$ cat config.mk
export PLATFORM = sky130hd
export DESIGN_NAME = lifo_stack_engine_unit
export DESIGN_NICKNAME = d
export VERILOG_FILES = /design/src/hdl/lse_pkg.sv /design/src/hdl/lifo_stack_engine_unit.sv
export SDC_FILE = /design/constraint.sdc
export NUM_CORES = 2
export LEC_CHECK = 0
export BUFFER_PORTS_ARGS = -buffer_cell sky130_fd_sc_hd__clkbuf_2
export CORE_MARGIN = 5
export CORE_UTILIZATION = 60
export DETAILED_ROUTE_END_ITERATION = 10
export PLACE_DENSITY = 0.82
export SKIP_LAST_GASP = 1
export SYNTH_ARGS = -nofsm -noshare
export SYNTH_HDL_FRONTEND = slang
export SYNTH_SLANG_ARGS = --single-unit
$ cat constraint.sdc
create_clock -name clk -period 5.2 [get_ports clk]
set_input_delay 1.04 -clock clk [delete_from_list [all_inputs] [get_ports clk]]
set_output_delay 1.04 -clock clk [all_outputs]
set_load 0.01 [all_outputs]
$ cat src/hdl/lse_pkg.sv
// Shared types and constants for the LIFO stack engine.
// Command and status codes, sequencer states, default depth.
// No dependencies.
package lse_pkg;

    localparam int DEPTH_DEF = 64;
    localparam int WORD_W    = 32;
    localparam int CMD_W     = 3;
    localparam int STAT_W    = 2;

    typedef enum logic [CMD_W-1:0] {
        CMD_PUSH    = 3'd0,
        CMD_POP     = 3'd1,
        CMD_PEEK    = 3'd2,
        CMD_REVERSE = 3'd3,
        CMD_SORT    = 3'd4,
        CMD_SLICE   = 3'd5
    } cmd_t;

    typedef enum logic [STAT_W-1:0] {
        STAT_OK       = 2'd0,
        STAT_EMPTY    = 2'd1,
        STAT_FULL     = 2'd2,
        STAT_BADSLICE = 2'd3
    } status_t;

    typedef enum logic [3:0] {
        S_IDLE,
        S_RD_WAIT,
        S_EMIT,
        S_REV_RD_I,
        S_REV_RD_J,
        S_REV_WR_I,
        S_REV_WR_J,
        S_SORT_SCAN,
        S_SORT_DRAIN,
        S_SORT_WR_MIN,
        S_SORT_WR_I,
        S_SLICE_RD,
        S_SLICE_EMIT
    } state_t;

endpackage

$ cat src/hdl/lifo_stack_engine_unit.sv
// LIFO stack engine: one-port synchronous store plus a command sequencer.
// Push and error results go through S_EMIT into the output register; pop/peek
// first read in S_RD_WAIT. Reverse swaps word pairs, sort selects each minimum,
// slice reads and emits each word; the input stalls until idle (one memory port).
// Reset clears the count and the sequencer; stored words stay undefined,
// no clearing pass is run, and in_stall is low from reset as the sequencer idles.
module lifo_stack_engine_unit #(
    parameter int  DEPTH = lse_pkg::DEPTH_DEF,
    localparam int CNT_W = $clog2(DEPTH + 1),
    localparam int IDX_W = $clog2(DEPTH)
) (
    input  logic                                clk,
    input  logic                                rst_n,
    input  logic                                in_valid,
    output logic                                in_stall,
    input  logic [lse_pkg::CMD_W-1:0]           cmd,
    input  logic signed [lse_pkg::WORD_W-1:0]   value,
    input  logic [CNT_W-1:0]                    slice_start,
    input  logic [CNT_W-1:0]                    slice_end,
    output logic                                out_valid,
    input  logic                                out_stall,
    output logic signed [lse_pkg::WORD_W-1:0]   word,
    output logic [lse_pkg::STAT_W-1:0]          status,
    output logic [CNT_W-1:0]                    count,
    output logic                                last
);
    import lse_pkg::*;

    logic [WORD_W-1:0] mem_array [DEPTH];

    state_t                    state_reg, state_next;
    logic [CNT_W-1:0]          cnt_reg, cnt_next;
    logic [IDX_W-1:0]          i_reg, i_next;
    logic [IDX_W-1:0]          j_reg, j_next;
    logic [CNT_W-1:0]          end_reg, end_next;
    logic [IDX_W-1:0]          ridx_reg, ridx_next;
    logic                      rvalid_reg, rvalid_next;
    logic signed [WORD_W-1:0]  min_reg, min_next;
    logic [IDX_W-1:0]          minidx_reg, minidx_next;
    logic signed [WORD_W-1:0]  tmp_reg, tmp_next;
    status_t                   res_status_reg, res_status_next;
    logic                      res_rd_reg, res_rd_next;
    logic signed [WORD_W-1:0]  rd_data_reg;

    logic                      out_valid_reg;
    logic signed [WORD_W-1:0]  word_reg;
    status_t                   status_reg;
    logic [CNT_W-1:0]          count_reg;
    logic                      last_reg;

    logic                      mem_rd_en;
    logic [IDX_W-1:0]          mem_rd_addr;
    logic                      mem_wr_en;
    logic [IDX_W-1:0]          mem_wr_addr;
    logic [WORD_W-1:0]         mem_wr_data;

    logic                      ld;
    logic signed [WORD_W-1:0]  ld_word;
    status_t                   ld_status;
    logic                      ld_last;

    logic                      accept;
    logic                      out_free;
    logic [CNT_W-1:0]          cnt_m1;
    logic [IDX_W-1:0]          top_idx;
    logic                      full;
    logic                      empty;
    logic                      slice_ok;
    logic                      slice_last;
    logic                      rev_more;
    logic                      sort_more;

    assign in_stall   = (state_reg != S_IDLE);
    assign accept     = in_valid && !in_stall;
    assign out_free   = !out_valid_reg || !out_stall;
    assign cnt_m1     = cnt_reg - CNT_W'(1);
    assign top_idx    = cnt_m1[IDX_W-1:0];
    assign full       = (cnt_reg == CNT_W'(DEPTH));
    assign empty      = (cnt_reg == '0);
    assign slice_ok   = (slice_start < slice_end) && (slice_end <= cnt_reg);
    assign slice_last = ((CNT_W'(i_reg) + CNT_W'(1)) == end_reg);
    assign rev_more   = (((IDX_W+1)'(i_reg) + (IDX_W+1)'(1)) <
                         ((IDX_W+1)'(j_reg) - (IDX_W+1)'(1)));
    assign sort_more  = (((IDX_W+1)'(i_reg) + (IDX_W+1)'(1)) < (IDX_W+1)'(top_idx));

    // Next state
    always_comb
    begin
        state_next = state_reg;
        unique case (state_reg)
            S_IDLE:
            begin
                if (in_valid)
                begin
                    unique case (cmd) inside
                        CMD_POP, CMD_PEEK: state_next = empty ? S_EMIT : S_RD_WAIT;
                        CMD_REVERSE:       state_next = (cnt_reg > CNT_W'(1)) ? S_REV_RD_I : S_EMIT;
                        CMD_SORT:          state_next = (cnt_reg > CNT_W'(1)) ? S_SORT_SCAN : S_EMIT;
                        CMD_SLICE:         state_next = slice_ok ? S_SLICE_RD : S_EMIT;
                        default:           state_next = S_EMIT;
                    endcase
                end
            end
            S_RD_WAIT:     state_next = S_EMIT;
            S_EMIT:        state_next = out_free ? S_IDLE : S_EMIT;
            S_REV_RD_I:    state_next = S_REV_RD_J;
            S_REV_RD_J:    state_next = S_REV_WR_I;
            S_REV_WR_I:    state_next = S_REV_WR_J;
            S_REV_WR_J:    state_next = rev_more ? S_REV_RD_I : S_EMIT;
            S_SORT_SCAN:   state_next = (j_reg == top_idx) ? S_SORT_DRAIN : S_SORT_SCAN;
            S_SORT_DRAIN:  state_next = S_SORT_WR_MIN;
            S_SORT_WR_MIN: state_next = S_SORT_WR_I;
            S_SORT_WR_I:   state_next = sort_more ? S_SORT_SCAN : S_EMIT;
            S_SLICE_RD:    state_next = S_SLICE_EMIT;
            S_SLICE_EMIT:
            begin
                if (out_free)
                begin
                    state_next = slice_last ? S_IDLE : S_SLICE_RD;
                end
            end
            default:       state_next = S_IDLE;
        endcase
    end

    // Datapath controls and next values
    always_comb
    begin
        cnt_next        = cnt_reg;
        i_next          = i_reg;
        j_next          = j_reg;
        end_next        = end_reg;
        ridx_next       = ridx_reg;
        rvalid_next     = 1'b0;
        min_next        = min_reg;
        minidx_next     = minidx_reg;
        tmp_next        = tmp_reg;
        res_status_next = res_status_reg;
        res_rd_next     = res_rd_reg;
        mem_rd_en       = 1'b0;
        mem_rd_addr     = i_reg;
        mem_wr_en       = 1'b0;
        mem_wr_addr     = i_reg;
        mem_wr_data     = '0;
        ld              = 1'b0;
        ld_word         = '0;
        ld_status       = STAT_OK;
        ld_last         = 1'b1;

        // fold the word returned by the scan into the running minimum
        if (rvalid_reg)
        begin
            if (ridx_reg == i_reg)
            begin
                min_next    = rd_data_reg;
                minidx_next = i_reg;
                tmp_next    = rd_data_reg;
            end
            else if (rd_data_reg < min_reg)
            begin
                min_next    = rd_data_reg;
                minidx_next = ridx_reg;
            end
        end

        unique case (state_reg)
            S_IDLE:
            begin
                if (accept)
                begin
                    res_status_next = STAT_OK;
                    res_rd_next     = 1'b0;
                    unique case (cmd) inside
                        CMD_PUSH:
                        begin
                            if (full)
                            begin
                                res_status_next = STAT_FULL;
                            end
                            else
                            begin
                                mem_wr_en   = 1'b1;
                                mem_wr_addr = cnt_reg[IDX_W-1:0];
                                mem_wr_data = value;
                                cnt_next    = cnt_reg + CNT_W'(1);
                            end
                        end
                        CMD_POP, CMD_PEEK:
                        begin
                            if (empty)
                            begin
                                res_status_next = STAT_EMPTY;
                            end
                            else
                            begin
                                mem_rd_en   = 1'b1;
                                mem_rd_addr = top_idx;
                                res_rd_next = 1'b1;
                                if (cmd == CMD_POP)
                                begin
                                    cnt_next = cnt_m1;
                                end
                            end
                        end
                        CMD_REVERSE:
                        begin
                            i_next = '0;
                            j_next = top_idx;
                        end
                        CMD_SORT:
                        begin
                            i_next = '0;
                            j_next = '0;
                        end
                        CMD_SLICE:
                        begin
                            if (slice_ok)
                            begin
                                i_next   = slice_start[IDX_W-1:0];
                                end_next = slice_end;
                            end
                            else
                            begin
                                res_status_next = STAT_BADSLICE;
                            end
                        end
                        default:
                        begin
                            res_status_next = STAT_OK;
                        end
                    endcase
                end
            end
            S_EMIT:
            begin
                if (out_free)
                begin
                    ld        = 1'b1;
                    ld_word   = res_rd_reg ? rd_data_reg : '0;
                    ld_status = res_status_reg;
                end
            end
            S_REV_RD_I:
            begin
                mem_rd_en   = 1'b1;
                mem_rd_addr = i_reg;
            end
            S_REV_RD_J:
            begin
                mem_rd_en   = 1'b1;
                mem_rd_addr = j_reg;
                tmp_next    = rd_data_reg;
            end
            S_REV_WR_I:
            begin
                mem_wr_en   = 1'b1;
                mem_wr_addr = i_reg;
                mem_wr_data = rd_data_reg;
            end
            S_REV_WR_J:
            begin
                mem_wr_en   = 1'b1;
                mem_wr_addr = j_reg;
                mem_wr_data = tmp_reg;
                i_next      = i_reg + IDX_W'(1);
                j_next      = j_reg - IDX_W'(1);
            end
            S_SORT_SCAN:
            begin
                mem_rd_en   = 1'b1;
                mem_rd_addr = j_reg;
                ridx_next   = j_reg;
                rvalid_next = 1'b1;
                j_next      = j_reg + IDX_W'(1);
            end
            S_SORT_WR_MIN:
            begin
                mem_wr_en   = 1'b1;
                mem_wr_addr = i_reg;
                mem_wr_data = min_reg;
            end
            S_SORT_WR_I:
            begin
                // old word at i goes where the minimum was found
                mem_wr_en   = 1'b1;
                mem_wr_addr = minidx_reg;
                mem_wr_data = tmp_reg;
                i_next      = i_reg + IDX_W'(1);
                j_next      = i_reg + IDX_W'(1);
            end
            S_SLICE_RD:
            begin
                mem_rd_en   = 1'b1;
                mem_rd_addr = i_reg;
            end
            S_SLICE_EMIT:
            begin
                if (out_free)
                begin
                    ld      = 1'b1;
                    ld_word = rd_data_reg;
                    ld_last = slice_last;
                    i_next  = i_reg + IDX_W'(1);
                end
            end
            default:
            begin
                rvalid_next = 1'b0;
            end
        endcase
    end

    always_ff @(posedge clk)
    begin
        if (mem_wr_en)
        begin
            mem_array[mem_wr_addr] <= mem_wr_data;
        end
    end

    always_ff @(posedge clk)
    begin
        if (mem_rd_en)
        begin
            rd_data_reg <= mem_array[mem_rd_addr];
        end
    end

    always_ff @(posedge clk or negedge rst_n)
    begin
        if (!rst_n)
        begin
            state_reg     <= S_IDLE;
            cnt_reg       <= '0;
            rvalid_reg    <= 1'b0;
            out_valid_reg <= 1'b0;
        end
        else
        begin
            state_reg     <= state_next;
            cnt_reg       <= cnt_next;
            rvalid_reg    <= rvalid_next;
            out_valid_reg <= ld || (out_valid_reg && out_stall);
        end
    end

    always_ff @(posedge clk)
    begin
        i_reg          <= i_next;
        j_reg          <= j_next;
        end_reg        <= end_next;
        ridx_reg       <= ridx_next;
        min_reg        <= min_next;
        minidx_reg     <= minidx_next;
        tmp_reg        <= tmp_next;
        res_status_reg <= res_status_next;
        res_rd_reg     <= res_rd_next;
        if (ld)
        begin
            word_reg   <= ld_word;
            status_reg <= ld_status;
            count_reg  <= cnt_reg;
            last_reg   <= ld_last;
        end
    end

    assign out_valid = out_valid_reg;
    assign word      = word_reg;
    assign status    = status_reg;
    assign count     = count_reg;
    assign last      = last_reg;

    // every accepted beat moves the sequencer out of idle
    assert property (@(posedge clk) disable iff (!rst_n)
        accept |=> (state_reg != S_IDLE))
        else $error("sequencer stayed idle after accepting a command");

    assert property (@(posedge clk) disable iff (!rst_n)
        cnt_reg <= CNT_W'(DEPTH))
        else $error("stack count exceeds depth");

    // count moves only at the accept edge
    assert property (@(posedge clk) disable iff (!rst_n)
        !accept |=> $stable(cnt_reg))
        else $error("stack count changed without an accepted command");

    assert property (@(posedge clk) disable iff (!rst_n)
        rvalid_reg |-> (state_reg == S_SORT_SCAN || state_reg == S_SORT_DRAIN))
        else $error("scan read returned outside the sort scan");

    // a result is loaded only when the output register can take it
    assert property (@(posedge clk) disable iff (!rst_n)
        (out_valid_reg && out_stall) |-> !ld)
        else $error("result loaded over a stalled beat");

endmodule

==> out/results.txt <==
total gr overflow: 0
# Max-Cap Violations: 0
Die Y: 396 um
vias per cell: 6.86
Initial Util: 60.5%
period utilization: 99.5%
area of the die: 157,000 sq um
Yosys Warn Count: 0
Filler Cell Count: 8,704
Yosys reg bits: 2,233
Cells after Synth: 6,473
RSZ-0062 raised after global routing: no
CTS tree: done
post-synth top area share: 74.5%
CP Data Required Time: 5.92 ns
CTS buffer count: 204
synth cell count leaders: edfxtp_1 (2,220), nand2_1 (1,408), a21oi_1 (731)
initial antenna violation count: 12
crit path buf inv count: 5
first-pass GRT wire length: 379,000 um
Clk Latency, worst-skew pair: 0.86 ns
Max Clock Freq: 0.193 GHz
drt first pass iters: 8
Post-DP Area: 94,700 sq um
IO Pins: 97
Hold Path Class: in2async
relative slew slack: 5.48%
HPWL after DPL: 151,000 um
distinct cell type count after synthesis: 68
CP max-delay cell: nor4_2
cell mode on critical path: buf_4
Die Width: 396 um
pre-CTS setup slack: -0.555 ns
metal1 wirelength: 84,300 um
mapped cell area: 89,500 sq um
Critical R2R Launch: state_reg[3]$_DFFE_PN0P_
Vias: 60,400
Setup CP Type: reg2reg
asr flop ratio synth: 0.582%
most common cell in the netlist: edfxtp_1
fin crit period: 5.18 ns
core area: 148,000 sq um
number of flip-flops in the largest register: 2,048
Layout area overhead: 13.2%
largest net degree at the start of global routing: 130
multi-input logic area: 20,900 sq um
Top Metal Used: met5
Area contributors post-synth: edfxtp_1 (74%), nand2_1 (5.9%), a21oi_1 (4.1%), nand3_1 (2.3%), a22oi_1 (2.1%)
vias in the first global route: 58,600
register area: 67,000 sq um
layout cells sized above 1: 12.5%
crit path DAT: 5.90 ns
Final Hold Fails: 0
CP Cell Sequence: nor4_4 -> nand2_2 -> buf_4 -> or3_1 -> nand3_4 -> buf_12 -> buf_12 -> nand2_1 -> a22oi_1 -> o22ai_1 -> buf_4 -> nor4_2 -> buf_4 -> and3_1
DR WL met2: 115,000 um
Starting DRT DRC Count: 10,600
final hold slack: 0.107 ns
Sink Count: 2,233
worst vdd ir: 482 uV
Final nets: 6,811
crit start category: register
Worst-Margin Slew: 1.40 ns
routed len/inst: 29.7 um
Top FF cell, synth: edfxtp_1
EDFF count, synth: 2,220
Port Buffers: 96
number of core rows: 141
Worst Setup SP: state_reg[3]$_DFFE_PN0P_
final worst slack: 0.0246 ns
GP Congestion: 0.984
syn_nets: 6,591
CP Max Fanout: 72
Max stage delay on crit path: 0.80 ns
Max Buffers Root-to-Sink: 3
gr usage total: 32.8%
Worst path top cell family by delay: simple AND/OR/NAND/NOR gates
clk slew on worst S/H paths: 0.07 ns
status: finished, final reports clean
sequential-to-total area share from yosys stat: 74.8%
Antenna Violating Nets Remaining: 0
leakage power: 35.4 nW
Clock Skew: 0.0337 ns
largest reg by FF count: mem_array
Avg Inst Size Synth: 13.8 sq um
Final setup viols: 0
area leader, netlist: edfxtp_1
cell area after layout: 101,000 sq um
Crit. End Element: register
DRC: 0
PwrDens: 577 nW/um^2
Design Power: 58.5 mW
routed wire length: 262,000 um
H-tree lvl count: 4
Root Driver: clkbuf_16
Slew Limit Fails: 0
met3 wire length: 44,700 um
[cell usage in the layout, fill, tap and decap left out, drive strengths merged, types with 7 or more instances in the layout]
master / Yosys / layout
edfxtp: 2220 / 2220
nand2: 1409 / 1409
a21oi: 733 / 733
nand3: 421 / 421
clkbuf: 100 / 343
buf: 319 / 337
a22oi: 254 / 254
mux2i: 190 / 190
o22ai: 157 / 157
nor2: 105 / 105
clkinv: 0 / 97
nor4: 68 / 68
inv: 59 / 66
ha: 64 / 64
and3: 42 / 42
and2: 40 / 40
a222oi: 37 / 37
o21ai: 37 / 37
o31ai: 35 / 35
a21o: 27 / 27
xnor2: 26 / 26
bufinv: 0 / 19
xor2: 16 / 16
dfrtp: 13 / 13
nand2b: 11 / 11
nor3: 10 / 10
clkinvlp: 0 / 10
nor2b: 9 / 9
nand4: 9 / 9
a21boi: 7 / 7
[final cells by class]
type,instances,share of cell area (%)
antenna,3,0.00741
clock buffer,247,5.24
inverter,59,0.219
clock inverter,133,1.24
timing repair buffer,433,4.17
sequential,2233,66.1
tap,1930,2.38
multi-input combinational,3762,20.7
[metal layers]
metal,vias to the layer above,global-route usage [%]
met5,-,0
met4,14,18.5
met3,966,10.4
met2,5601,48.5
met1,29000,43.8
li1,24800,-
[path summary, 6_finish.rpt]
kind,endpoint,slack (ns),cells after the start
setup / recovery,rd_data_reg[12]$_DFFE_PP_,0.02,14
hold / removal,cnt_reg[5]$_DFFE_PN0P_,0.11,1
setup reg to reg,rd_data_reg[12]$_DFFE_PP_,0.02,14
hold reg to reg,minidx_reg[4]$_DFFE_PP_,0.48,0
max in group asynchronous,state_reg[0]$_DFFE_PN0P_,4.80,1
min in group clk,end_reg[5]$_DFFE_PP_,0.42,1
[power by group]
group	total, mW	internal (mW)	switching, mW
combinational	20.8	6.25	14.6
clock	14.8	8.23	6.58
sequential	22.8	22.0	0.834
total	58.5	36.5	22.0
[logic make-up after synthesis]
| logic type | after synthesis | share of synthesized area (%) |
|---|---|---|
| xor+xnor | 42 | 0.411 |
| mux | 193 | 2.20 |
| compound gates | 1325 | 8.91 |
| simple gates | 2137 | 10.2 |
| buf+inv | 478 | 2.56 |
| fa+ha+maj | 65 | 0.917 |
| flops | 2233 | 74.8 |
[per-stage QoR]
stage	TNS, ns	utilization [%]	cells
floorplan	0	-	6473
global placement	-1.92	64.0	8416
detailed placement	-1.58	64.0	8417
CTS	0	68.4	8797
global route	0	68.5	8797
finish	0	68.5	8800
[repair_timing]
item / CTS / global route
pin swaps: 0 / 0
hold buffers: 0 / 0
setup endpoints to repair: 1 / 3
setup buffers: 0 / 0
gates resized for setup: 1 / 3
No activity file was read; power rests on OpenSTA's default activity.
